===== config.mk =====
export PLATFORM = sky130hd
export DESIGN_NAME = dbf_accum
export DESIGN_NICKNAME = d
export VERILOG_FILES = /design/src/rtl/dbf_pkg.sv /design/src/rtl/dbf_accum.sv
export VERILOG_INCLUDE_DIRS = /design/src /design/src/rtl
export SDC_FILE = /design/constraint.sdc
export NUM_CORES = 1
export LEC_CHECK = 0
export ABC_CLOCK_PERIOD_IN_PS = 3800
export BUFFER_PORTS_ARGS = -buffer_cell sky130_fd_sc_hd__buf_2
export CAP_MARGIN = 20
export CORE_ASPECT_RATIO = 1.5
export CORE_MARGIN = 2
export CORE_UTILIZATION = 60
export CTS_BUF_LIST = sky130_fd_sc_hd__clkbuf_8
export DETAILED_ROUTE_END_ITERATION = 8
export HOLD_SLACK_MARGIN = 0.08
export PLACE_DENSITY = 0.79
export SETUP_SLACK_MARGIN = 0.5
export SLEW_MARGIN = 20
export SYNTH_ARGS = -nofsm -noshare
export SYNTH_HDL_FRONTEND = slang
export SYNTH_SLANG_ARGS = --single-unit
export TNS_END_PERCENT = 10

===== constraint.sdc =====
create_clock -name clk -period 3.8 [get_ports clk]
set_input_delay 0.57 -clock clk [delete_from_list [all_inputs] [get_ports clk]]
set_output_delay 0.57 -clock clk [all_outputs]
set_load 0.01 [all_outputs]

===== src/rtl/decimated_boxcar_filter_macros.svh =====
// Assertion macros shared by the decimated boxcar filter modules.
`ifndef DECIMATED_BOXCAR_FILTER_MACROS_SVH
`define DECIMATED_BOXCAR_FILTER_MACROS_SVH

// Same-cycle implication, sampled on clk, off while arst_n is low.
`define DBF_ASSERT_NOW(lbl, ante, cons, msg) \
	lbl: assert property (@(posedge clk) disable iff (!arst_n) (ante) |-> (cons)) \
		else $error(msg);

// Next-cycle implication, sampled on clk, off while arst_n is low.
`define DBF_ASSERT_NEXT(lbl, ante, cons, msg) \
	lbl: assert property (@(posedge clk) disable iff (!arst_n) (ante) |=> (cons)) \
		else $error(msg);

`endif


===== src/rtl/dbf_pkg.sv =====
// Shared types and constants of the decimated boxcar filter.
`timescale 1ns / 1ps

package dbf_pkg;

	// register field widths
	localparam int CFG_W_FW  = 11;
	localparam int CFG_W_MW  = 11;
	localparam int CFG_W_DEC = 9;
	localparam int CFG_W_SL  = 25;
	localparam int CFG_DATA_W = 25;
	localparam int CFG_IDX_W  = 2;

	// register indexes
	localparam logic [CFG_IDX_W-1:0] REG_FILTER_WIDTH  = 2'd0;
	localparam logic [CFG_IDX_W-1:0] REG_MAX_WIDTH     = 2'd1;
	localparam logic [CFG_IDX_W-1:0] REG_DECIMATION    = 2'd2;
	localparam logic [CFG_IDX_W-1:0] REG_SERIES_LENGTH = 2'd3;

	// datapath widths
	localparam int SUM_W   = 26;
	localparam int CNT_W   = 25;
	localparam int PHASE_W = 9;
	localparam int POS_W   = 34;
	localparam int CMP_W   = 35;
	localparam int OUT_TDATA_W = 32;

	localparam logic [CNT_W-1:0] CNT_MAX = {CNT_W{1'b1}};

	// per-sample decisions taken at input transfer
	typedef struct packed {
		logic emit;
		logic last;
		logic first;
		logic leave_ok;
	} item_ctl_t;

	// window re-sum sweep controls
	typedef struct packed {
		logic clr;
		logic add;
	} sweep_ctl_t;

endpackage


===== src/rtl/dbf_accum.sv =====
// Running window sum stage and result register.
`timescale 1ns / 1ps

module dbf_accum #(
	parameter int SAMPLE_BITS = 16
) (
	input  logic                              clk,
	input  logic                              arst_n,
	input  logic                              accept,
	input  logic signed [SAMPLE_BITS-1:0]     sample_in,
	input  dbf_pkg::item_ctl_t                item_ctl,
	input  dbf_pkg::sweep_ctl_t               sweep,
	input  logic signed [SAMPLE_BITS-1:0]     ram_rdata,
	output logic                              take_ok,
	output logic                              out_valid,
	input  logic                              out_ready,
	output logic signed [dbf_pkg::SUM_W-1:0]  boxcar_sum,
	output logic                              last_result
);

	localparam int SW = dbf_pkg::SUM_W;

	logic                          s1_valid_q;
	logic signed [SAMPLE_BITS-1:0] sample_s1;
	dbf_pkg::item_ctl_t            ctl_s1;
	logic signed [SW-1:0]          sum_q, sum_new, base, leave;
	logic                          s1_adv;
	logic                          out_valid_q, out_last_q;
	logic signed [SW-1:0]          out_sum_q;

	// input register
	always_ff @(posedge clk or negedge arst_n) begin
		if (!arst_n) begin
			s1_valid_q <= 1'b0;
		end else if (accept) begin
			s1_valid_q <= 1'b1;
		end else if (s1_adv) begin
			s1_valid_q <= 1'b0;
		end
	end

	always_ff @(posedge clk) begin
		if (accept) begin
			sample_s1 <= sample_in;
			ctl_s1    <= item_ctl;
		end
	end

	// new sum: add entering sample, drop the one leaving the window
	always_comb begin
		base    = ctl_s1.first ? '0 : sum_q;
		leave   = ctl_s1.leave_ok ? SW'(ram_rdata) : '0;
		sum_new = base + SW'(sample_s1) - leave;
	end

	assign s1_adv  = s1_valid_q && (!ctl_s1.emit || !out_valid_q || out_ready);
	assign take_ok = !s1_valid_q || s1_adv;

	// window sum: sweep clear/add or per-sample update
	always_ff @(posedge clk or negedge arst_n) begin
		if (!arst_n) begin
			sum_q <= '0;
		end else if (sweep.clr) begin
			sum_q <= '0;
		end else if (sweep.add) begin
			sum_q <= sum_q + SW'(ram_rdata);
		end else if (s1_adv) begin
			sum_q <= sum_new;
		end
	end

	// result register
	always_ff @(posedge clk or negedge arst_n) begin
		if (!arst_n) begin
			out_valid_q <= 1'b0;
		end else if (s1_adv && ctl_s1.emit) begin
			out_valid_q <= 1'b1;
		end else if (out_ready) begin
			out_valid_q <= 1'b0;
		end
	end

	always_ff @(posedge clk) begin
		if (s1_adv && ctl_s1.emit) begin
			out_sum_q  <= sum_new;
			out_last_q <= ctl_s1.last;
		end
	end

	assign out_valid   = out_valid_q;
	assign boxcar_sum  = out_sum_q;
	assign last_result = out_last_q;

`include "decimated_boxcar_filter_macros.svh"

	`DBF_ASSERT_NEXT(a_hold_blocked, s1_valid_q && ctl_s1.emit && out_valid_q && !out_ready, s1_valid_q && out_valid_q, "blocked result was dropped")
	`DBF_ASSERT_NEXT(a_sweep_clear, sweep.clr, sum_q == '0, "window sum not cleared for re-sum")

endmodule


==> results of run 1 <==
-- layout by cell type, fill, tap and decap left out, drive strengths merged, types with 28 or more instances in the layout --
cell	instances
buf	132
inv	78
a21oi	57
nand2	56
ha	52
edfxtp	47
nor2	32
nand2b	30
a21o	29
dfrtp	28
o21ai	28
-- layout make-up --
class	count	area (sq um)
multi-input combinational	518	4328
clock inverter	7	96.34
clock buffer	9	123.9
tap	144	180.2
timing repair buffer	132	859.6
fill	762	2544
inverter	76	289.0
sequential	75	2112
-- critical path, delay by kind of cell, from the launching register on --
family | cells | cell delay [ns]
buffers and inverters | 6 | 0.68
XOR/XNOR | 1 | 0.19
flip-flops | 1 | 0.43
AND/OR/NAND/NOR | 3 | 0.40
adder cells (fa/ha/maj) | 2 | 0.78
AO/OA/AOI/OAI | 4 | 1.06
-- repair_timing --
action / 4_1_cts / 5_1_grt
setup buffers: 14 / 7
pin swaps: 13 / 15
resized for setup: 30 / 32
cloned: 0 / 0
endpoints found under the setup margin: 28 / 30
-- metrics by stage --
stage          hold WS [ns]  instance area [sq um]  setup TNS (ns)  setup WS [ns]
2_1_floorplan        0.2744                   6526               0         0.4966
3_3_place_gp         0.4085                   7249               0        0.07646
3_5_place_dp         0.4334                   7249       -0.008773      -0.008773
4_1_cts              0.2713                   7769               0         0.1551
5_1_grt              0.3009                   7989        -0.02604       -0.01564
6_report             0.2561                   7989               0         0.1218
-- layer usage --
metal / global-route usage (%) / up-vias / wire length [um]
met4: 21.04 / 0 / 1242
met1: 35.98 / 2810 / 6641
met5: 0 / - / 0
met2: 57.84 / 254 / 10040
met3: 4.209 / 96 / 911
li1: - / 2713 / -
-- sequential cells by signal, summed over array words and instances, names as in the netlist --
signal,flops
out_valid,1
ctl_s1,4
sample_s1,16
boxcar_sum,26
last_result,1
s1_valid_q,1
sum_q,26
-- cell families after synthesis --
| group | count (synthesis) | share of synthesized area [%] |
|---|---|---|
| DFF | 75 | 32.65 |
| AOI/OAI and AO/OA | 201 | 21.84 |
| xor gates and xnor gates | 42 | 5.687 |
| muxes | 5 | 0.7930 |
| adders and majority gates | 78 | 18.10 |
| and+or+nand+nor | 192 | 14.87 |
| buffers and inverters | 104 | 6.054 |
-- final timing paths --
check | from | to | slack (ns)
max in group asynchronous | arst_n | sum_q[6] | 3.04
worst min register to register | ctl_s1[2] | last_result | 0.45
min in group clk | sample_in[10] | sample_s1[10] | 0.37
worst max register to register | ctl_s1[0] | sum_q[23] | 0.12
worst max-delay path | ctl_s1[0] | sum_q[23] | 0.12
worst min-delay path | arst_n | sum_q[20] | 0.26
-- power breakdown --
| group | leakage (uW) | switching (uW) | internal (uW) | total [uW] |
|---|---|---|---|---|
| Sequential | 0.000806 | 103 | 1100 | 1200 |
| Clock | 0.000114 | 344 | 375 | 718 |
| Combinational | 0.00276 | 1680 | 1320 | 3000 |
==> qor.yml, run 1 <==
critical_path:
  reg2reg_depth: 16
  endpoint_kind: "flop"
  path_cells: "buf_6, buf_12, and2_4, fa_1, inv_2, ha_4, buf_6, buf_4, nand4_1, a21oi_2, buf_4, nor3b_1, o31a_1, o31a_1, xor2_2, a2111oi_2"
  crit_slowest_cell: "fa_1"
  cp_max_fo: 10
  required_ns: 4.06
  path_class: "flop to flop"
  critPathMaxStageDelay_ns: 0.52
  start_kind: "flop"
  critical_path_arrival_ns: 3.94
place:
  io_buffers: 70
  post-dp-hpwl_um: 13330
  gp_congestion: 0.9307
  dp.cells: 924
logic_synthesis:
  synth-seq-cells: 75
  synth_cells: 697
  yosys-top-cells-count: "inv_1, nand2_1, a21oi_1"
  synth.avg_cell_area_sq_um: 9.281
  ys_top_cells_by_area: "edfxtp_1, dfrtp_1, ha_1, fa_1, inv_1"
  synth_top_area_share_pct: 21.82
  synthesis.nets: 817
  yosysTopAreaCell: "edfxtp_1"
  ys_warn_count: 0
  yosysSeqAreaShare_pct: 32.65
  ys.flop_type: "edfxtp_1"
  netlist_area_sq_um: 6469
  synth_edf_count: 47
  synthArstFlopShare_pct: 37.33
  synth.most_common_cell: "inv_1"
  yosysUniqueCellTypes: 65
final_layout:
  antenna-diode-count: 0
  utilization_pct: 75.85
  fin_cells: 961
  syn_to_final_growth_pct: 23.50
  drive_above_1_share_pct: 26.32
  nets: 932
floorplan:
  placementRows: 46
  initial_core_util_pct: 61.42
  die_w_um: 88.78
  pin_count: 71
  die_height_um: 131.2
  die-area_sq_um: 11640
  core_area_sq_um: 10530
routing:
  wirelength_um: 18840
  via_per_inst: 6.111
  ant_nets: 0
  drtIter0Drc: 362
  drt_first_pass_iters: 5
  vias: 5873
  routedWlPerCell_um: 19.60
  drcViolationCount: 0
worst_hold_path:
  hold_class: "input pin to asynchronous set/reset pin"
clock_tree:
  clock-sinks: 75
  numCtsBuffers: 9
  root_buffer: "clkbuf_8"
  insertion_delay_ns: 0.38
  cts_buffer_depth: 2
  cts_tree: "built"
  clk_pin_slew_worst_paths_ns: 0.09
  htree_levels: 3
  cts-hold-fix-buffers: 0
global_route:
  grt_remaining_overflow: 0
  grt_pass1_wl_um: 29300
  grt.total_usage_pct: 33.03
  antenna_found_initial: 0
  first_global_vias: 6042
  grt_max_degree: 43
sta:
  skew_ns: 0.01102
  period_share_pct: 96.79
  hold_viol_final: 0
  rsz0062_at_grt: "true"
  fmax_mhz: 271.9
  worstMarginPinSlew_ns: 1.046
  finalSetupViolCount: 0
  max_slew_margin_pct: 30.23
  slew_viol_final: 0
  post-route-min-period_ns: 3.678
power_and_ir_drop:
  power.leakage_uw: 0.003678
  finalPower_uw: 4926
  ir_drop_v: 0.0003771
  pwr_density_cell_nw_per_um2: 616.6
status:
  outcome: "completed"
job:
  drv_cap: 0
(Power assumes the default switching activity.)
==> run 2, diff against run 1 <==
Settings changed: PLACE_DENSITY 0.79 to 0.91.
==> qor.yml, run 2 (synthesis gave the netlist of run 1 again) <==
global_route:
  grt_remaining_overflow: 0
  grt.total_usage_pct: 32.68
  antenna_found_initial: 0
  grt_max_degree: 43
  grt_pass1_wl_um: 29120
  first_global_vias: 6143
sta:
  period_share_pct: 94.32
  rsz0062_at_grt: "true"
  max_slew_margin_pct: 43.96
  setup_total_negative_slack_ns: 0
  finalSetupViolCount: 0
  skew_ns: 0.01681
  worstMarginPinSlew_ns: 0.8397
  post-route-min-period_ns: 3.584
  slew_viol_final: 0
  fmax_mhz: 279.0
  hold_viol_final: 0
routing:
  via_per_inst: 6.400
  wirelength_um: 18440
  drcViolationCount: 0
  ant_nets: 0
  drtIter0Drc: 464
  routedWlPerCell_um: 19.93
  vias: 5920
  drt_first_pass_iters: 5
floorplan:
  die-area_sq_um: 11640
  initial_core_util_pct: 61.42
  die_height_um: 131.2
  pin_count: 71
  core_area_sq_um: 10530
  placementRows: 46
  die_w_um: 88.78
final_layout:
  design_area_sq_um: 7483
  nets: 896
  drive_above_1_share_pct: 18.69
  antenna-diode-count: 0
  syn_to_final_growth_pct: 15.69
  final_common_cell: "inv_1"
  layout_common_cells: "inv_1, buf_2, nand2_1, a21oi_1, edfxtp_1"
clock_tree:
  cts_tree: "built"
  root_buffer: "clkbuf_8"
  clock-sinks: 75
  htree_levels: 3
  insertion_delay_ns: 0.38
  cts_buffer_depth: 2
  clk_pin_slew_worst_paths_ns: 0.09
  numCtsBuffers: 9
  cts-hold-fix-buffers: 0
critical_path:
  crit_slowest_cell: "fa_1"
  path_cells: "buf_6, nand2b_1, fa_1, fa_2, nand2b_1, a21o_1, a2111o_1, a21oi_4, o21ai_4, or4_4, a21boi_2, a211o_1"
  critPathMaxStageDelay_ns: 0.52
  path_common_cell: "nand2b_1"
  cp_max_fo: 12
  path_class: "flop to flop"
  crit_start: "ctl_s1[1]"
  required_ns: 4.13
  start_kind: "flop"
  reg2reg_depth: 12
  endpoint_kind: "flop"
  cp-endpoint: "sum_q[24]"
  critical_path_arrival_ns: 3.91
  worstReg2RegEnd: "sum_q[24]"
  r2r_slack_ns: 0.22
  reg2reg_from: "ctl_s1[1]"
status:
  outcome: "completed"
place:
  io_buffers: 70
  postPlaceCellArea_sq_um: 7092
  gp_congestion: 0.9757
  post-dp-hpwl_um: 13620
power_and_ir_drop:
  power.leakage_uw: 0.003470
  ir_drop_v: 0.0003644
  pwr_density_cell_nw_per_um2: 629.6
worst_hold_path:
  hold_class: "input pin to asynchronous set/reset pin"
job:
  drv_cap: 0
[run 2: cell count changes in the layout (fill, tap and decap cells not counted), moves of 4 or more]
| cell | before | now |
|---|---|---|
| buf_4 | 55 | 24 |
| ha_1 | 38 | 46 |
| ha_4 | 12 | 4 |
| nand2b_1 | 23 | 30 |
| nand2b_4 | 7 | 0 |
| inv_1 | 71 | 76 |
| a21oi_1 | 49 | 53 |
| a21oi_2 | 6 | 2 |
| inv_2 | 4 | 0 |
[run 2: worst min-delay path by stage]
stage	from	end	slack, ns	cells after the start
finish	arst_n	sum_q[24]	0.26	1
global route	arst_n	sum_q[21]	0.31	1
CTS	arst_n	sum_q[24]	0.28	1
detailed placement	ctl_s1[2]	last_result	0.42	0
global placement	ctl_s1[2]	last_result	0.40	0
floorplan	arst_n	out_valid	0.27	0
[run 2: cell type report]
type / instances / area, sq um
timing repair buffer: 96 / 553.0
tap: 144 / 180.2
clock inverter: 6 / 103.9
clock buffer: 10 / 137.6
multi-input combinational: 518 / 4108
sequential: 75 / 2112
fill: 783 / 3049
inverter: 76 / 289.0
[run 2: power by group]
| part | switching (uW) | internal (uW) |
|---|---|---|
| clock | 323 | 450 |
| combinational | 1610 | 1130 |
| sequential | 98.6 | 1100 |
[run 2: through the flow]
step	worst slack, ns	hold slack (ns)	power (uW)	util [%]	instances
4_1_cts	0.2203	0.2771	4570	70.37	923
2_1_floorplan	0.4966	0.2744	2996	-	697
3_5_place_dp	0.05656	0.4177	3742	67.33	903
5_1_grt	0.08627	0.3122	4965	71.05	925
3_3_place_gp	0.1183	0.4048	3631	67.33	903
6_report	0.2159	0.2642	4712	71.05	925
[run 2: timing repair]
action | CTS | global route
pin swaps | 2 | 4
setup buffers | 4 | 2
endpoints found under the setup margin | 30 | 34
gates resized for setup | 8 | 10
[run 2: per-layer routing]
metal	vias up	wire, um	GRT usage [%]
met5	-	0	0
met4	0	1689	26.85
met3	132	1332	5.967
met2	344	9397	54.02
met1	2804	6016	34.65
li1	2640	-	-
[run 2: critical path: cells and delay by family, from the launching register on]
kind	cells	cell delay, ns
AO/OA/AOI/OAI	6	1.26
adder cells (fa/ha/maj)	2	0.94
buffers and inverters	1	0.16
flip-flops	1	0.39
AND/OR/NAND/NOR	3	0.78
==> run 3, diff against run 2 <==
Settings changed: RECOVER_POWER set to 25.
==> qor.yml, run 3 (synthesis gave the netlist of run 1 again) <==
sta:
  hold_viol_final: 0
  skew_ns: 0.01655
  period_share_pct: 94.52
  slew_viol_final: 29
  max_slew_margin_pct: -25.48
  finalSetupViolCount: 0
  post-route-min-period_ns: 3.592
  fmax_mhz: 278.4
  rsz0062_at_grt: "true"
  setup_total_negative_slack_ns: 0
  worstMarginPinSlew_ns: 1.882
status:
  violations: "max-capacitance violations, max-slew violations"
  outcome: "finished, violations left"
place:
  post-dp-hpwl_um: 13620
  dp.cells: 903
  gp_congestion: 0.9757
  io_buffers: 70
final_layout:
  syn_to_final_growth_pct: 15.67
  nets: 896
  layout_common_cells: "inv_1, buf_2, nand2_1, a21oi_1, edfxtp_1"
  fin_cells: 925
  drive_above_1_share_pct: 18.57
  final_common_cell: "inv_1"
  antenna-diode-count: 0
clock_tree:
  insertion_delay_ns: 0.38
  numCtsBuffers: 9
  htree_levels: 3
  clock-sinks: 75
  root_buffer: "clkbuf_8"
  cts_tree: "built"
  clk_pin_slew_worst_paths_ns: 0.08
  cts_buffer_depth: 2
  cts-hold-fix-buffers: 0
floorplan:
  core_area_sq_um: 10530
  die_w_um: 88.78
  die_height_um: 131.2
  initial_core_util_pct: 61.42
  placementRows: 46
  pin_count: 71
  die-area_sq_um: 11640
critical_path:
  reg2reg_depth: 13
  r2r_slack_ns: 0.21
  required_ns: 4.07
  endpoint_kind: "flop"
  start_kind: "flop"
  cp_max_fo: 12
  path_class: "flop to flop"
  worstReg2RegEnd: "sum_q[25]"
  reg2reg_from: "ctl_s1[1]"
  critical_path_arrival_ns: 3.86
routing:
  drt_first_pass_iters: 7
  routedWlPerCell_um: 19.94
  ant_nets: 0
  vias: 5908
  via_per_inst: 6.387
  drcViolationCount: 0
  wirelength_um: 18450
  drtIter0Drc: 464
global_route:
  grt_remaining_overflow: 0
  first_global_vias: 6143
  grt.total_usage_pct: 32.68
  antenna_found_initial: 0
  grt_pass1_wl_um: 29120
  grt_max_degree: 43
worst_hold_path:
  hold_path_depth: 1
  worstHoldStart: "sample_in[3]"
  hold_class: "input pin to flop"
  min_to: "sample_s1[3]"
job:
  drv_cap: 1
power_and_ir_drop:
  ir_drop_v: 0.0003643
  pwr_density_cell_nw_per_um2: 630.1
  power.leakage_uw: 0.003467
run 3: changes by cell type in the layout (fill, tap and decap cells not counted):
cell      delta
buf_2        -1
clkbuf_1     +1
run 3: area by class of cell:
class | instances | area [sq um]
clock buffer | 10 | 137.6
clock inverter | 6 | 103.9
fill | 784 | 3050
inverter | 76 | 289.0
multi-input combinational | 518 | 4108
sequential | 75 | 2112
tap | 144 | 180.2
timing repair buffer | 96 | 551.8
run 3: worst max-delay path, cell delays in order, from the launching register on:
cell       delay [ns]
edfxtp_1         0.39
buf_6            0.16
nand2b_1         0.16
fa_1             0.50
inv_1            0.05
ha_1             0.34
a21o_1           0.19
a21oi_2          0.21
a21oi_2          0.13
o21ai_0          0.35
a211oi_2         0.16
a2111oi_4        0.34
xnor2_1          0.17
a221o_1          0.33
run 3: how the worst max path moves through the flow:
stage	depth (start not counted)	slack, ns	startpoint	to
CTS	12	0.22	ctl_s1[1]	sum_q[18]
floorplan	14	0.50	ctl_s1[1]	sum_q[23]
detailed placement	12	0.06	ram_rdata[1]	sum_q[24]
global route	14	0.09	ctl_s1[1]	sum_q[25]
finish	13	0.21	ctl_s1[1]	sum_q[25]
global placement	12	0.12	ram_rdata[1]	boxcar_sum[22]
run 3: routing by layer:
| layer | global-route usage (%) | vias to the layer above | share of wire, % |
|---|---|---|---|
| li1 | - | 2639 | - |
| met1 | 34.65 | 2793 | 33 |
| met5 | 0 | - | 0 |
| met4 | 26.85 | 0 | 9.4 |
| met3 | 5.967 | 138 | 6.8 |
| met2 | 54.02 | 338 | 51 |
run 3: metrics by stage:
step           setup slack (ns)  utilization, %  area, sq um  hold WS (ns)  total power (uW)
2_1_floorplan            0.4966               -         6526        0.2744              2996
3_3_place_gp             0.1183           67.33         7092        0.4048              3631
3_5_place_dp            0.05656           67.33         7092        0.4177              3742
4_1_cts                  0.2203           70.37         7412        0.2771              4570
5_1_grt                 0.08627           71.04         7482        0.3595              4965
6_report                 0.2084           71.04         7482        0.3598              4715
run 3: repair_timing:
item | CTS | global route
pin swaps | 2 | 4
setup buffers | 4 | 2
endpoints found under the setup margin | 30 | 34
gates cloned | 0 | 0
resized for setup | 8 | 10
run 3: report_power, final:
group | internal [uW] | total, uW | leakage, uW | switching, uW
Sequential | 1100 | 1200 | 0.000806 | 98.4
Combinational | 1130 | 2740 | 0.00253 | 1610
Clock | 450 | 774 | 0.000127 | 324
Total | 2680 | 4710 | 0.00347 | 2040
