File: src/rtl/decimated_boxcar_filter_macros.svh
// Assertion macros shared by the decimated boxcar filter modules.
`ifndef DECIMATED_BOXCAR_FILTER_MACROS_SVH
`define DECIMATED_BOXCAR_FILTER_MACROS_SVH

// Same-cycle implication, sampled on clk, off while arst_n is low.
`define DBF_ASSERT_NOW(lbl, ante, cons, msg) \
	lbl: assert property (@(posedge clk) disable iff (!arst_n) (ante) |-> (cons)) \
		else $error(msg);

// Next-cycle implication, sampled on clk, off while arst_n is low.
`define DBF_ASSERT_NEXT(lbl, ante, cons, msg) \
	lbl: assert property (@(posedge clk) disable iff (!arst_n) (ante) |=> (cons)) \
		else $error(msg);

`endif

File: src/rtl/dbf_pkg.sv
// Shared types and constants of the decimated boxcar filter.
`timescale 1ns / 1ps

package dbf_pkg;

	// register field widths
	localparam int CFG_W_FW  = 11;
	localparam int CFG_W_MW  = 11;
	localparam int CFG_W_DEC = 9;
	localparam int CFG_W_SL  = 25;
	localparam int CFG_DATA_W = 25;
	localparam int CFG_IDX_W  = 2;

	// register indexes
	localparam logic [CFG_IDX_W-1:0] REG_FILTER_WIDTH  = 2'd0;
	localparam logic [CFG_IDX_W-1:0] REG_MAX_WIDTH     = 2'd1;
	localparam logic [CFG_IDX_W-1:0] REG_DECIMATION    = 2'd2;
	localparam logic [CFG_IDX_W-1:0] REG_SERIES_LENGTH = 2'd3;

	// datapath widths
	localparam int SUM_W   = 26;
	localparam int CNT_W   = 25;
	localparam int PHASE_W = 9;
	localparam int POS_W   = 34;
	localparam int CMP_W   = 35;
	localparam int OUT_TDATA_W = 32;

	localparam logic [CNT_W-1:0] CNT_MAX = {CNT_W{1'b1}};

	// per-sample decisions taken at input transfer
	typedef struct packed {
		logic emit;
		logic last;
		logic first;
		logic leave_ok;
	} item_ctl_t;

	// window re-sum sweep controls
	typedef struct packed {
		logic clr;
		logic add;
	} sweep_ctl_t;

endpackage

File: src/rtl/dbf_ctrl.sv
// Configuration registers, series counters, delay-line addressing and re-sum sweep.
`timescale 1ns / 1ps

module dbf_ctrl #(
	parameter int MAX_WINDOW = 1024
) (
	input  logic                           clk,
	input  logic                           arst_n,
	input  logic                           cfg_wr_en,
	input  logic [dbf_pkg::CFG_IDX_W-1:0]  cfg_index,
	input  logic [dbf_pkg::CFG_DATA_W-1:0] cfg_data,
	input  logic                           in_valid,
	input  logic                           in_first,
	input  logic                           take_ok,
	output logic                           in_ready,
	output logic                           accept,
	output dbf_pkg::item_ctl_t             item_ctl,
	output dbf_pkg::sweep_ctl_t            sweep,
	output logic                           ram_we,
	output logic [$clog2(MAX_WINDOW)-1:0]  ram_waddr,
	output logic                           ram_re,
	output logic [$clog2(MAX_WINDOW)-1:0]  ram_raddr
);

	localparam int AW = $clog2(MAX_WINDOW);
	localparam int XW = ((AW > dbf_pkg::CFG_W_FW) ? AW : dbf_pkg::CFG_W_FW) + 1;
	localparam logic [XW-1:0] DEPTH_X = XW'(MAX_WINDOW);
	localparam int CW = dbf_pkg::CNT_W;
	localparam int PW = dbf_pkg::CMP_W;

	// step back d entries around the ring from p (d at most the depth)
	function automatic logic [AW-1:0] ring_back(input logic [AW-1:0] p,
			input logic [XW-1:0] d);
		logic [XW-1:0] px;
		px = XW'(p);
		if (d > px) begin
			ring_back = AW'(px + DEPTH_X - d);
		end else begin
			ring_back = AW'(px - d);
		end
	endfunction

	logic [dbf_pkg::CFG_W_FW-1:0]  fw_q, fw_eff;
	logic [dbf_pkg::CFG_W_MW-1:0]  mw_q, mw_eff;
	logic [dbf_pkg::CFG_W_DEC-1:0] dec_q, dec_eff;
	logic [dbf_pkg::CFG_W_SL-1:0]  sl_q;
	logic [dbf_pkg::CFG_W_MW-1:0]  start;
	logic signed [PW-1:0]          limit;

	logic [AW-1:0]                    wr_q, wr_cur, wr_next;
	logic [CW-1:0]                    count_q, n;
	logic [dbf_pkg::PHASE_W-1:0]      phase_q, phase, ph0, ph_next;
	logic [dbf_pkg::PHASE_W:0]        ph_inc;
	logic [CW-1:0]                    outcnt_q, outc;
	logic [dbf_pkg::POS_W-1:0]        pos_q, pos;
	logic signed [PW-1:0]             pos_x;
	logic                             started, emit;

	logic          rs_active_q, rs_add_q, rs_issue, rs_start;
	logic [XW-1:0] rs_k_q;
	logic          dec_fix_q, busy;

	// configuration writes
	always_ff @(posedge clk or negedge arst_n) begin
		if (!arst_n) begin
			fw_q  <= dbf_pkg::CFG_W_FW'(1);
			mw_q  <= dbf_pkg::CFG_W_MW'(1);
			dec_q <= dbf_pkg::CFG_W_DEC'(1);
			sl_q  <= dbf_pkg::CFG_W_SL'(1);
		end else if (cfg_wr_en) begin
			case (cfg_index)
				dbf_pkg::REG_FILTER_WIDTH:  fw_q  <= cfg_data[dbf_pkg::CFG_W_FW-1:0];
				dbf_pkg::REG_MAX_WIDTH:     mw_q  <= cfg_data[dbf_pkg::CFG_W_MW-1:0];
				dbf_pkg::REG_DECIMATION:    dec_q <= cfg_data[dbf_pkg::CFG_W_DEC-1:0];
				dbf_pkg::REG_SERIES_LENGTH: sl_q  <= cfg_data[dbf_pkg::CFG_W_SL-1:0];
				default: ;
			endcase
		end
	end

	// effective widths after clamping, window start and result limit
	always_comb begin
		if (mw_q == '0) begin
			mw_eff = dbf_pkg::CFG_W_MW'(1);
		end else if (XW'(mw_q) > DEPTH_X) begin
			mw_eff = dbf_pkg::CFG_W_MW'(MAX_WINDOW);
		end else begin
			mw_eff = mw_q;
		end
		if (fw_q == '0) begin
			fw_eff = dbf_pkg::CFG_W_FW'(1);
		end else if (fw_q > mw_eff) begin
			fw_eff = mw_eff;
		end else begin
			fw_eff = fw_q;
		end
		dec_eff = (dec_q == '0) ? dbf_pkg::CFG_W_DEC'(1) : dec_q;
		start = dbf_pkg::CFG_W_MW'((12'(mw_eff) >> 1) + ((12'(fw_eff) + 12'd1) >> 1) - 12'd1);
		limit = signed'(PW'(sl_q)) - signed'(PW'(mw_eff));
	end

	// decisions for the sample in transfer
	always_comb begin
		wr_cur  = in_first ? '0 : wr_q;
		wr_next = ((XW'(wr_cur) + XW'(1)) >= DEPTH_X) ? '0 : wr_cur + AW'(1);
		n       = in_first ? '0 : count_q;
		phase   = in_first ? '0 : phase_q;
		outc    = in_first ? '0 : outcnt_q;
		pos     = in_first ? '0 : pos_q;
		started = n >= CW'(start);
		ph0     = (n == CW'(start)) ? '0 : phase;
		ph_inc  = {1'b0, ph0} + (dbf_pkg::PHASE_W+1)'(1);
		ph_next = (ph_inc >= (dbf_pkg::PHASE_W+1)'(dec_eff)) ? '0 :
			ph_inc[dbf_pkg::PHASE_W-1:0];
		pos_x   = signed'(PW'(pos));
		emit    = started && (ph0 == '0) && (pos_x <= limit);
		item_ctl.emit     = emit;
		item_ctl.last     = (pos_x + signed'(PW'(dec_eff))) > limit;
		item_ctl.first    = in_first;
		item_ctl.leave_ok = n >= CW'(fw_eff);
	end

	// handshake
	assign busy     = rs_active_q || rs_add_q || dec_fix_q;
	assign in_ready = take_ok && !busy;
	assign accept   = in_valid && in_ready;

	// series counters
	always_ff @(posedge clk or negedge arst_n) begin
		if (!arst_n) begin
			wr_q     <= '0;
			count_q  <= '0;
			phase_q  <= '0;
			outcnt_q <= '0;
			pos_q    <= '0;
		end else if (accept) begin
			wr_q    <= wr_next;
			count_q <= (n == dbf_pkg::CNT_MAX) ? n : n + CW'(1);
			phase_q <= started ? ph_next : phase;
			if (emit) begin
				outcnt_q <= (outc == dbf_pkg::CNT_MAX) ? outc : outc + CW'(1);
				pos_q    <= pos + dbf_pkg::POS_W'(dec_eff);
			end else begin
				outcnt_q <= outc;
				pos_q    <= pos;
			end
		end else if (dec_fix_q) begin
			pos_q <= dbf_pkg::POS_W'(outcnt_q * dec_eff);
		end
	end

	// new decimation: flag the write, then rescale the result position
	always_ff @(posedge clk or negedge arst_n) begin
		if (!arst_n) begin
			dec_fix_q <= 1'b0;
		end else begin
			dec_fix_q <= cfg_wr_en && (cfg_index == dbf_pkg::REG_DECIMATION);
		end
	end

	// window re-sum sweep after a width change, newest entry first
	assign rs_start = cfg_wr_en && ((cfg_index == dbf_pkg::REG_FILTER_WIDTH) ||
		(cfg_index == dbf_pkg::REG_MAX_WIDTH));
	assign rs_issue = rs_active_q && (rs_k_q < XW'(fw_eff));

	always_ff @(posedge clk or negedge arst_n) begin
		if (!arst_n) begin
			rs_active_q <= 1'b0;
			rs_add_q    <= 1'b0;
			rs_k_q      <= '0;
		end else if (rs_start) begin
			rs_active_q <= 1'b1;
			rs_add_q    <= 1'b0;
			rs_k_q      <= '0;
		end else if (rs_issue) begin
			rs_k_q   <= rs_k_q + XW'(1);
			rs_add_q <= CW'(rs_k_q) < count_q;
		end else begin
			rs_active_q <= 1'b0;
			rs_add_q    <= 1'b0;
		end
	end

	assign sweep.clr = rs_start;
	assign sweep.add = rs_add_q;

	// delay-line port: samples write, leaving sample or sweep reads
	assign ram_we    = accept;
	assign ram_waddr = wr_cur;
	assign ram_re    = accept || rs_issue;
	assign ram_raddr = accept ? ring_back(wr_cur, XW'(fw_eff)) :
		ring_back(wr_q, rs_k_q + XW'(1));

`include "decimated_boxcar_filter_macros.svh"

	`DBF_ASSERT_NEXT(a_count_step, accept && !in_first && (count_q != dbf_pkg::CNT_MAX), count_q == $past(count_q) + CW'(1), "sample count did not advance")
	`DBF_ASSERT_NOW(a_sweep_bound, rs_active_q, rs_k_q <= XW'(fw_eff), "re-sum sweep ran past the window")

endmodule

File: config.mk
export PLATFORM = sky130hd
export DESIGN_NAME = dbf_ctrl
export DESIGN_NICKNAME = d
export VERILOG_FILES = /design/src/rtl/dbf_pkg.sv /design/src/rtl/dbf_ctrl.sv
export VERILOG_INCLUDE_DIRS = /design/src /design/src/rtl
export SDC_FILE = /design/constraint.sdc
export NUM_CORES = 1
export LEC_CHECK = 0
export BUFFER_PORTS_ARGS = -buffer_cell sky130_fd_sc_hd__buf_2
export CORE_ASPECT_RATIO = 0.6
export CORE_MARGIN = 5
export CORE_UTILIZATION = 66
export CTS_BUF_LIST = sky130_fd_sc_hd__clkbuf_4 sky130_fd_sc_hd__clkbuf_8
export DETAILED_ROUTE_END_ITERATION = 8
export HOLD_SLACK_MARGIN = 0.08
export PLACE_DENSITY = 0.92
export SYNTH_ARGS = -nofsm -noshare
export SYNTH_HDL_FRONTEND = slang
export SYNTH_SLANG_ARGS = --single-unit
File: constraint.sdc
create_clock -name clk -period 10.79 [get_ports clk]
set_input_delay 0.5395 -clock clk [delete_from_list [all_inputs] [get_ports clk]]
set_output_delay 0.5395 -clock clk [all_outputs]
set_load 0.03 [all_outputs]
==> flow_metrics.tcl, run 1 <==
set metrics [dict create \
    timing.max_slew.rel_slack_pct 10.9 \
    cts.sink_count 174 \
    gp_congestion 0.989 \
    vdd_ir_drop_max_mv 0.174 \
    grt_use_met1_pct 51.3 \
    antenna_violating_nets_remaining 0 \
    finalCritPeriodShare_pct 95.1 \
    rows 52 \
    clk_pin_slew_worst_paths_ps 110 \
    drc 0 \
    design.final.nets 3001 \
    synth_seq_area_share_pct 19.7 \
    worst_slew_pin_slew_ps 1340 \
    final.min_clock_period_ps 10270 \
    antenna-diode-count 0 \
    dpl.cell_count 2989 \
    die_width_um 247 \
    fmax_mhz 97.4 \
    ctsRootBufferMaster "sky130_fd_sc_hd__clkbuf_8" \
    worst_hold_path_type "in -> reg" \
    areaGrowthSynthToFinish_pct 4.02 \
    dp.final_hpwl_um 49800 \
    run_status "finished clean" \
    cp-end-kind "flip-flop" \
    setup_violations 0 \
    dr_total_vias 19657 \
    dieHeight_um 152 \
    path_max_fanout 9 \
    grtUsageTotal_pct 34.2 \
    avgRoutedWirePerCell_um 21.1 \
    synth_mux_area_share_pct 3.15 \
    grt_pass1_wl_um 104000 \
    synth_ff_type "sky130_fd_sc_hd__dfrtp_1" \
    first_global_vias 19392 \
    tritoncts.num_buffers 17 \
    postSynthNetCount 3031 \
    critPathLaunchType "flip-flop" \
    share_of_layout_cells_above_drive_strength_1_pct 8.62 \
    warning_count_from_the_yosys_run 0 \
    max_root_sink_buffers 2 \
    design.portCount 63 \
    drv_cap 0 \
    largest_family_of_logic_cells_by_synthesized_area "adder cells" \
    cts-resized-gates 0 \
    final_hold_viols 0 \
    post_synth.cell_area_avg_um2 8.59 \
    placeableCoreArea_mm2 0.0334 \
    critPathMaxStageDelay_ps 700 \
    adder_and_majority_gate_portion_of_the_synthesized_area_pct 29.2 \
    pins_over_slew_limit 0 \
    drt_first_pass_iters 6 \
    syn_area_mm2 0.0222 \
    post_synth_and_or_nand_nor_area_fraction_pct 20.7 \
    hold-worst-slack_ps 247 \
    leakage_nw 11.4 \
    total_congestion_overflow 0 \
    synth_cells 2580 \
    critPathKind "reg -> reg" \
    die_footprint_mm2 0.0375 \
    tritoncts "done" \
    start_util_pct 66.3 \
    final_instance_area_mm2 0.0231 \
    total_power_divided_by_cell_area_mw_per_mm2 155 \
    critical-path-slowest-cell "sky130_fd_sc_hd__a21oi_1" \
    fin_worst_skew_ps 23.0 \
    busiest_layer "met1" \
    post_synth_xor_area_fraction_pct 7.31 \
    most_prevalent_standard_cell_on_the_critical_path "sky130_fd_sc_hd__ha_1" \
    routed_via_density 6.50 \
    layoutNonFillerInstCount 3022 \
    timing.setup.tns_ps 0 \
    clk_latency_ps 530 \
    dpl_cell_area_mm2 0.0227 \
    synth-compound-area-share_pct 13.3 \
    arrival_ps 10710 \
    portBuffers 62 \
    asyncSetResetFlopFracSynth_pct 100 \
    post_synth_num_cell_types 94 \
    grt_start_max_net_pins 76 \
    drt-initial-drc-count 2635 \
    rsz_0062_raised_after_global_routing "false" \
    totalWireLength_um 63900 \
    grt_use_met3_pct 12.0 \
    synth_seq_cells 174 \
    groute.layer.met2.usage_pct 47.9 \
    cts.htree.levels 4 \
    number_of_antenna_violations_at_the_first_check_in_global_routing 0 \
    synth_enable_flop_cells 0 \
    required_ps 11230 \
]
==> worst max-delay path: cells and delay by family (launching register included) <==
family	cells	cell delay, ps
compound gates	20	4580
flops	1	460
mux	1	540
fa+ha+maj	7	2130
buf+inv	4	460
xor+xnor	2	250
simple gates	9	1740
==> metrics by stage <==
step           utilization [%]  worst slack, ps  total power [mW]
6_report                  69.0              524              3.58
5_1_grt                   69.0             2.08              3.82
4_1_cts                   69.0              798              3.51
3_5_place_dp              67.8              868              3.03
3_3_place_gp              67.8             1190              2.90
2_1_floorplan                -             2250              2.44
==> layer usage <==
metal / up-vias / wire length [um]
met1: 9513 / 27400
met5: - / 0
met4: 0 / 1260
met3: 148 / 8900
li1: 8704 / -
met2: 1292 / 26300
==> placed cells by master, fill, tap and decap left out, drive strengths merged, types with 47 or more instances in the layout <==
cell and count:
mux2 47, dfrtp 170, xnor2 110, fa 167, a21o 47, nor2 119, inv 260, nand3 58
ha 251, a21oi 123, nor2b 56, o21ai 100, xor2 75, nand4 49, nand2 385, buf 79
==> flip-flops by register name (all words and copies together), names as in the netlist <==
signal       flops
count_q         25
dec_fix_q        1
dec_q            9
fw_q            11
mw_q            11
outcnt_q        25
phase_q          9
pos_q           34
rs_active_q      1
rs_add_q         1
rs_k_q          12
sl_q            25
wr_q            10
==> power breakdown <==
part | total, mW | internal (mW) | leakage [nW] | switching, mW
logic | 2.19 | 0.859 | 8.93 | 1.33
registers | 0.907 | 0.753 | 2.24 | 0.154
clock network | 0.479 | 0.179 | 0.199 | 0.300
total | 3.58 | 1.79 | 11.4 | 1.79
==> cells by family after synthesis <==
group	after synthesis
AO/OA/AOI/OAI	448
XOR/XNOR	185
adder cells (fa/ha/maj)	418
buffers and inverters	380
flip-flops	174
multiplexers	64
AND/OR/NAND/NOR	911
==> what timing repair did <==
item | 4_1_cts | 5_1_grt
hold endpoints to repair | 55 | 0
buffers inserted | 0 | 0
hold buffers | 1 | 0
==> area by class of cell <==
cell class | instances | area, um^2
Multi-Input combinational cell | 2026 | 16300
Fill cell | 2586 | 10400
Sequential cell | 174 | 4360
Inverter | 251 | 942
Tap cell | 459 | 574
Timing Repair Buffer | 80 | 457
Clock buffer | 18 | 248
Clock inverter | 14 | 143
==> synth_stat cells, types with 18 or more instances <==
cell type	instances	area share [%]
sky130_fd_sc_hd__ha_1	251	14
sky130_fd_sc_hd__and2_1	44	1.2
sky130_fd_sc_hd__mux2_2	47	2.4
sky130_fd_sc_hd__and3_1	37	1.0
sky130_fd_sc_hd__a21o_1	47	1.6
sky130_fd_sc_hd__inv_1	248	4.2
sky130_fd_sc_hd__nand4_1	48	1.4
sky130_fd_sc_hd__xor2_1	75	3.0
sky130_fd_sc_hd__dfrtp_1	170	19
sky130_fd_sc_hd__a211oi_1	18	0.61
sky130_fd_sc_hd__clkbuf_1	101	1.7
sky130_fd_sc_hd__fa_1	167	15
sky130_fd_sc_hd__xnor2_1	110	4.3
sky130_fd_sc_hd__o21a_1	24	0.81
sky130_fd_sc_hd__nor3_1	29	0.65
sky130_fd_sc_hd__nand2b_1	38	1.1
sky130_fd_sc_hd__nor2b_1	56	1.6
sky130_fd_sc_hd__nand2_1	385	6.5
sky130_fd_sc_hd__nor2_1	117	2.0
sky130_fd_sc_hd__o21ai_0	91	2.1
sky130_fd_sc_hd__a21oi_1	122	2.8
sky130_fd_sc_hd__nand3_1	57	1.3
==> path summary, 6_finish.rpt <==
| path | cells after the start | from | end | slack, ps |
|---|---|---|---|---|
| max | 43 | mw_q[3]$_DFFE_PN0P_ | phase_q[3]$_DFFE_PN0P_ | 520 |
| min | 2 | cfg_data[19] | sl_q[19]$_DFFE_PN0P_ | 250 |
| max reg2reg | 43 | mw_q[3]$_DFFE_PN0P_ | phase_q[3]$_DFFE_PN0P_ | 520 |
| min reg2reg | 2 | dec_q[0]$_DFFE_PN1P_ | dec_q[0]$_DFFE_PN1P_ | 480 |
| max in group asynchronous | 4 | arst_n | dec_q[1]$_DFFE_PN0P_ | 8230 |
| min in group asynchronous | 2 | arst_n | count_q[18]$_DFFE_PN0P_ | 540 |
No activity file was read; power rests on OpenSTA's default activity.
==> run 2, diff against run 1 <==
Settings changed: CTS_BUF_LIST sky130_fd_sc_hd__clkbuf_4 sky130_fd_sc_hd__clkbuf_8 to sky130_fd_sc_hd__clkbuf_4.
==> run 2 against run 1 <==
  * Sequential power hardly changed
  * Sequential cell count stayed put
  * Non-clock buffer count is 14 higher
  * Count of clock-buffer cells in the layout is 1 lower
  * Maximum frequency hardly changed
  * Register-to-register slack better by 60 ps
  * Worst hold slack worse by 120 ps
  * Largest cell class unchanged
  * Highest routed layer unchanged
==> flow_metrics.tcl, run 2 (synthesis results as in run 1) <==
set metrics [dict create \
    share_of_layout_cells_above_drive_strength_1_pct 8.58 \
    tritoncts "done" \
    timing.setup.tns_ps 0 \
    leakage_nw 11.4 \
    timing.max_slew.rel_slack_pct 10.7 \
    max_root_sink_buffers 2 \
    dp.final_hpwl_um 49800 \
    cts.htree.levels 4 \
    drt-initial-drc-count 2603 \
    hold-path-cell-count 3 \
    totalWireLength_um 64100 \
    areaGrowthSynthToFinish_pct 4.15 \
    avgRoutedWirePerCell_um 21.1 \
    cp-end-kind "output pin" \
    post-layout-total-power_mw 3.50 \
    finalCritPeriodShare_pct 95.1 \
    sw_frac_of_total_pct 50.9 \
    tritoncts.num_buffers 17 \
    clk_latency_ps 680 \
    design.final.nets 3015 \
    worst_hold_path_type "in -> reg" \
    vdd_ir_drop_max_mv 0.168 \
    gp_congestion 0.989 \
    routed_via_density 6.50 \
    worst_slew_pin_slew_ps 1340 \
    switching_power_summed_over_all_nets_mw 1.78 \
    critical-path-slowest-cell "sky130_fd_sc_hd__or4_1" \
    worst_r2r_path_depth 44 \
    clkPwrFrac_pct 11.3 \
    dieHeight_um 152 \
    grt_pass1_wl_um 104000 \
    ctsRootBufferMaster "sky130_fd_sc_hd__clkbuf_4" \
    antenna_violating_nets_remaining 0 \
    rr_endpoint "phase_q[3]$_DFFE_PN0P_" \
    holdCritStartpoint "cfg_data[0]" \
    power_frac_comb_pct 62.8 \
    arrival_ps 9720 \
    total_congestion_overflow 0 \
    dr_total_vias 19735 \
    path_max_fanout 23 \
    setup_violations 0 \
    run_status "finished clean" \
    rows 52 \
    layout_common_cells "sky130_fd_sc_hd__nand2_1, sky130_fd_sc_hd__ha_1, sky130_fd_sc_hd__inv_1" \
    regToRegSetupSlack_ps 580 \
    largest_register_ffs 34 \
    start_util_pct 66.3 \
    most_prevalent_standard_cell_on_the_critical_path "sky130_fd_sc_hd__ha_1" \
    die_footprint_mm2 0.0375 \
    mostFrequentLayoutCell "sky130_fd_sc_hd__nand2_1" \
    worstReg2RegStart "mw_q[3]$_DFFE_PN0P_" \
    drt_first_pass_iters 6 \
    seqPwrFrac_pct 25.9 \
    pins_over_slew_limit 0 \
    placeableCoreArea_mm2 0.0334 \
    total_power_divided_by_cell_area_mw_per_mm2 152 \
    first_global_vias 19477 \
    cts.sink_count 174 \
    number_of_antenna_violations_at_the_first_check_in_global_routing 1 \
    fin_worst_skew_ps 38.3 \
    max_flop_register "pos_q" \
    critPathMaxStageDelay_ps 570 \
    fmax_mhz 97.5 \
    setup.worst_path.start "mw_q[3]$_DFFE_PN0P_" \
    portBuffers 62 \
    final_hold_viols 0 \
    design.portCount 63 \
    drv_cap 0 \
    grtUsageTotal_pct 34.3 \
    grt_start_max_net_pins 76 \
    final.min_clock_period_ps 10260 \
    drc 0 \
    clk_pin_slew_worst_paths_ps 170 \
    p_int_mw 1.72 \
    rsz_0062_raised_after_global_routing "false" \
    whs_endpoint "dec_q[0]$_DFFE_PN1P_" \
    required_ps 10250 \
    die_width_um 247 \
    critPathLaunchType "flip-flop" \
    critPathKind "reg -> out" \
]
==> run 2: changes by cell type in the layout (fill, tap and decap cells not counted), sizes merged <==
| cell | delta |
|---|---|
| clkinv | +1 |
| clkbuf | -1 |
| diode | +1 |
| dlygate4sd3 | +14 |
==> run 2: per-layer routing <==
layer | part of all wire, % | vias up | GRT usage, %
met5 | 0 | - | 0
met4 | 2.0 | 0 | 7.46
met3 | 14 | 143 | 11.8
met2 | 42 | 1234 | 48.2
met1 | 43 | 9620 | 51.4
li1 | - | 8738 | -
==> run 2: per-stage QoR <==
| step | cell area [um^2] | setup slack, ps | instances | util (%) | hold WS (ps) |
|---|---|---|---|---|---|
| 5_1_grt | 23100 | 58.7 | 3037 | 69.1 | 97.2 |
| 6_report | 23100 | 530 | 3037 | 69.1 | 130 |
| 4_1_cts | 23100 | 682 | 3035 | 69.0 | 84.7 |
| 3_5_place_dp | 22700 | 868 | 2989 | 67.8 | 466 |
| 2_1_floorplan | 22200 | 2250 | 2580 | - | 244 |
| 3_3_place_gp | 22700 | 1190 | 2989 | 67.8 | 456 |
==> run 2: area by class of cell <==
cell class	count	area (um^2)
diodes	1	2.50
clock buffers	17	128
clock inverters	15	146
fillers	2595	10300
inverters	251	942
multi-input cells	2026	16300
flip-flops and latches	174	4360
well taps	459	574
repair buffers	94	597
==> run 2: worst max-delay path: cells and delay by family (launching register included) <==
family / cells / cell delay [ps]
AOI/OAI and AO/OA: 14 / 3160
and+or+nand+nor: 10 / 1780
adders and majority gates: 6 / 1720
buffers and inverters: 6 / 1200
DFF: 1 / 480
muxes: 1 / 460
xor gates and xnor gates: 2 / 250
==> run 2: worst max path at each step <==
stage	endpoint
floorplan	phase_q[7]$_DFFE_PN0P_
global placement	phase_q[7]$_DFFE_PN0P_
detailed placement	phase_q[3]$_DFFE_PN0P_
CTS	item_ctl[3]
global route	item_ctl[3]
finish	item_ctl[3]
==> run 2: power by group through the flow <==
stage | logic [mW] | registers (mW) | clock network [mW]
5_1_grt | 2.40 | 0.918 | 0.419
3_5_place_dp | 2.12 | 0.907 | 0
6_report | 2.20 | 0.907 | 0.396
4_1_cts | 2.14 | 0.896 | 0.393
3_3_place_gp | 2.00 | 0.902 | 0
2_1_floorplan | 1.60 | 0.838 | 0
==> run 2: repair_timing <==
| item | CTS | global route |
|---|---|---|
| endpoints found under the setup margin | 0 | 1 |
| endpoints found under the hold margin | 68 | 1 |
| hold buffers | 14 | 1 |
| gates resized for setup | 0 | 1 |
| setup buffers | 0 | 0 |
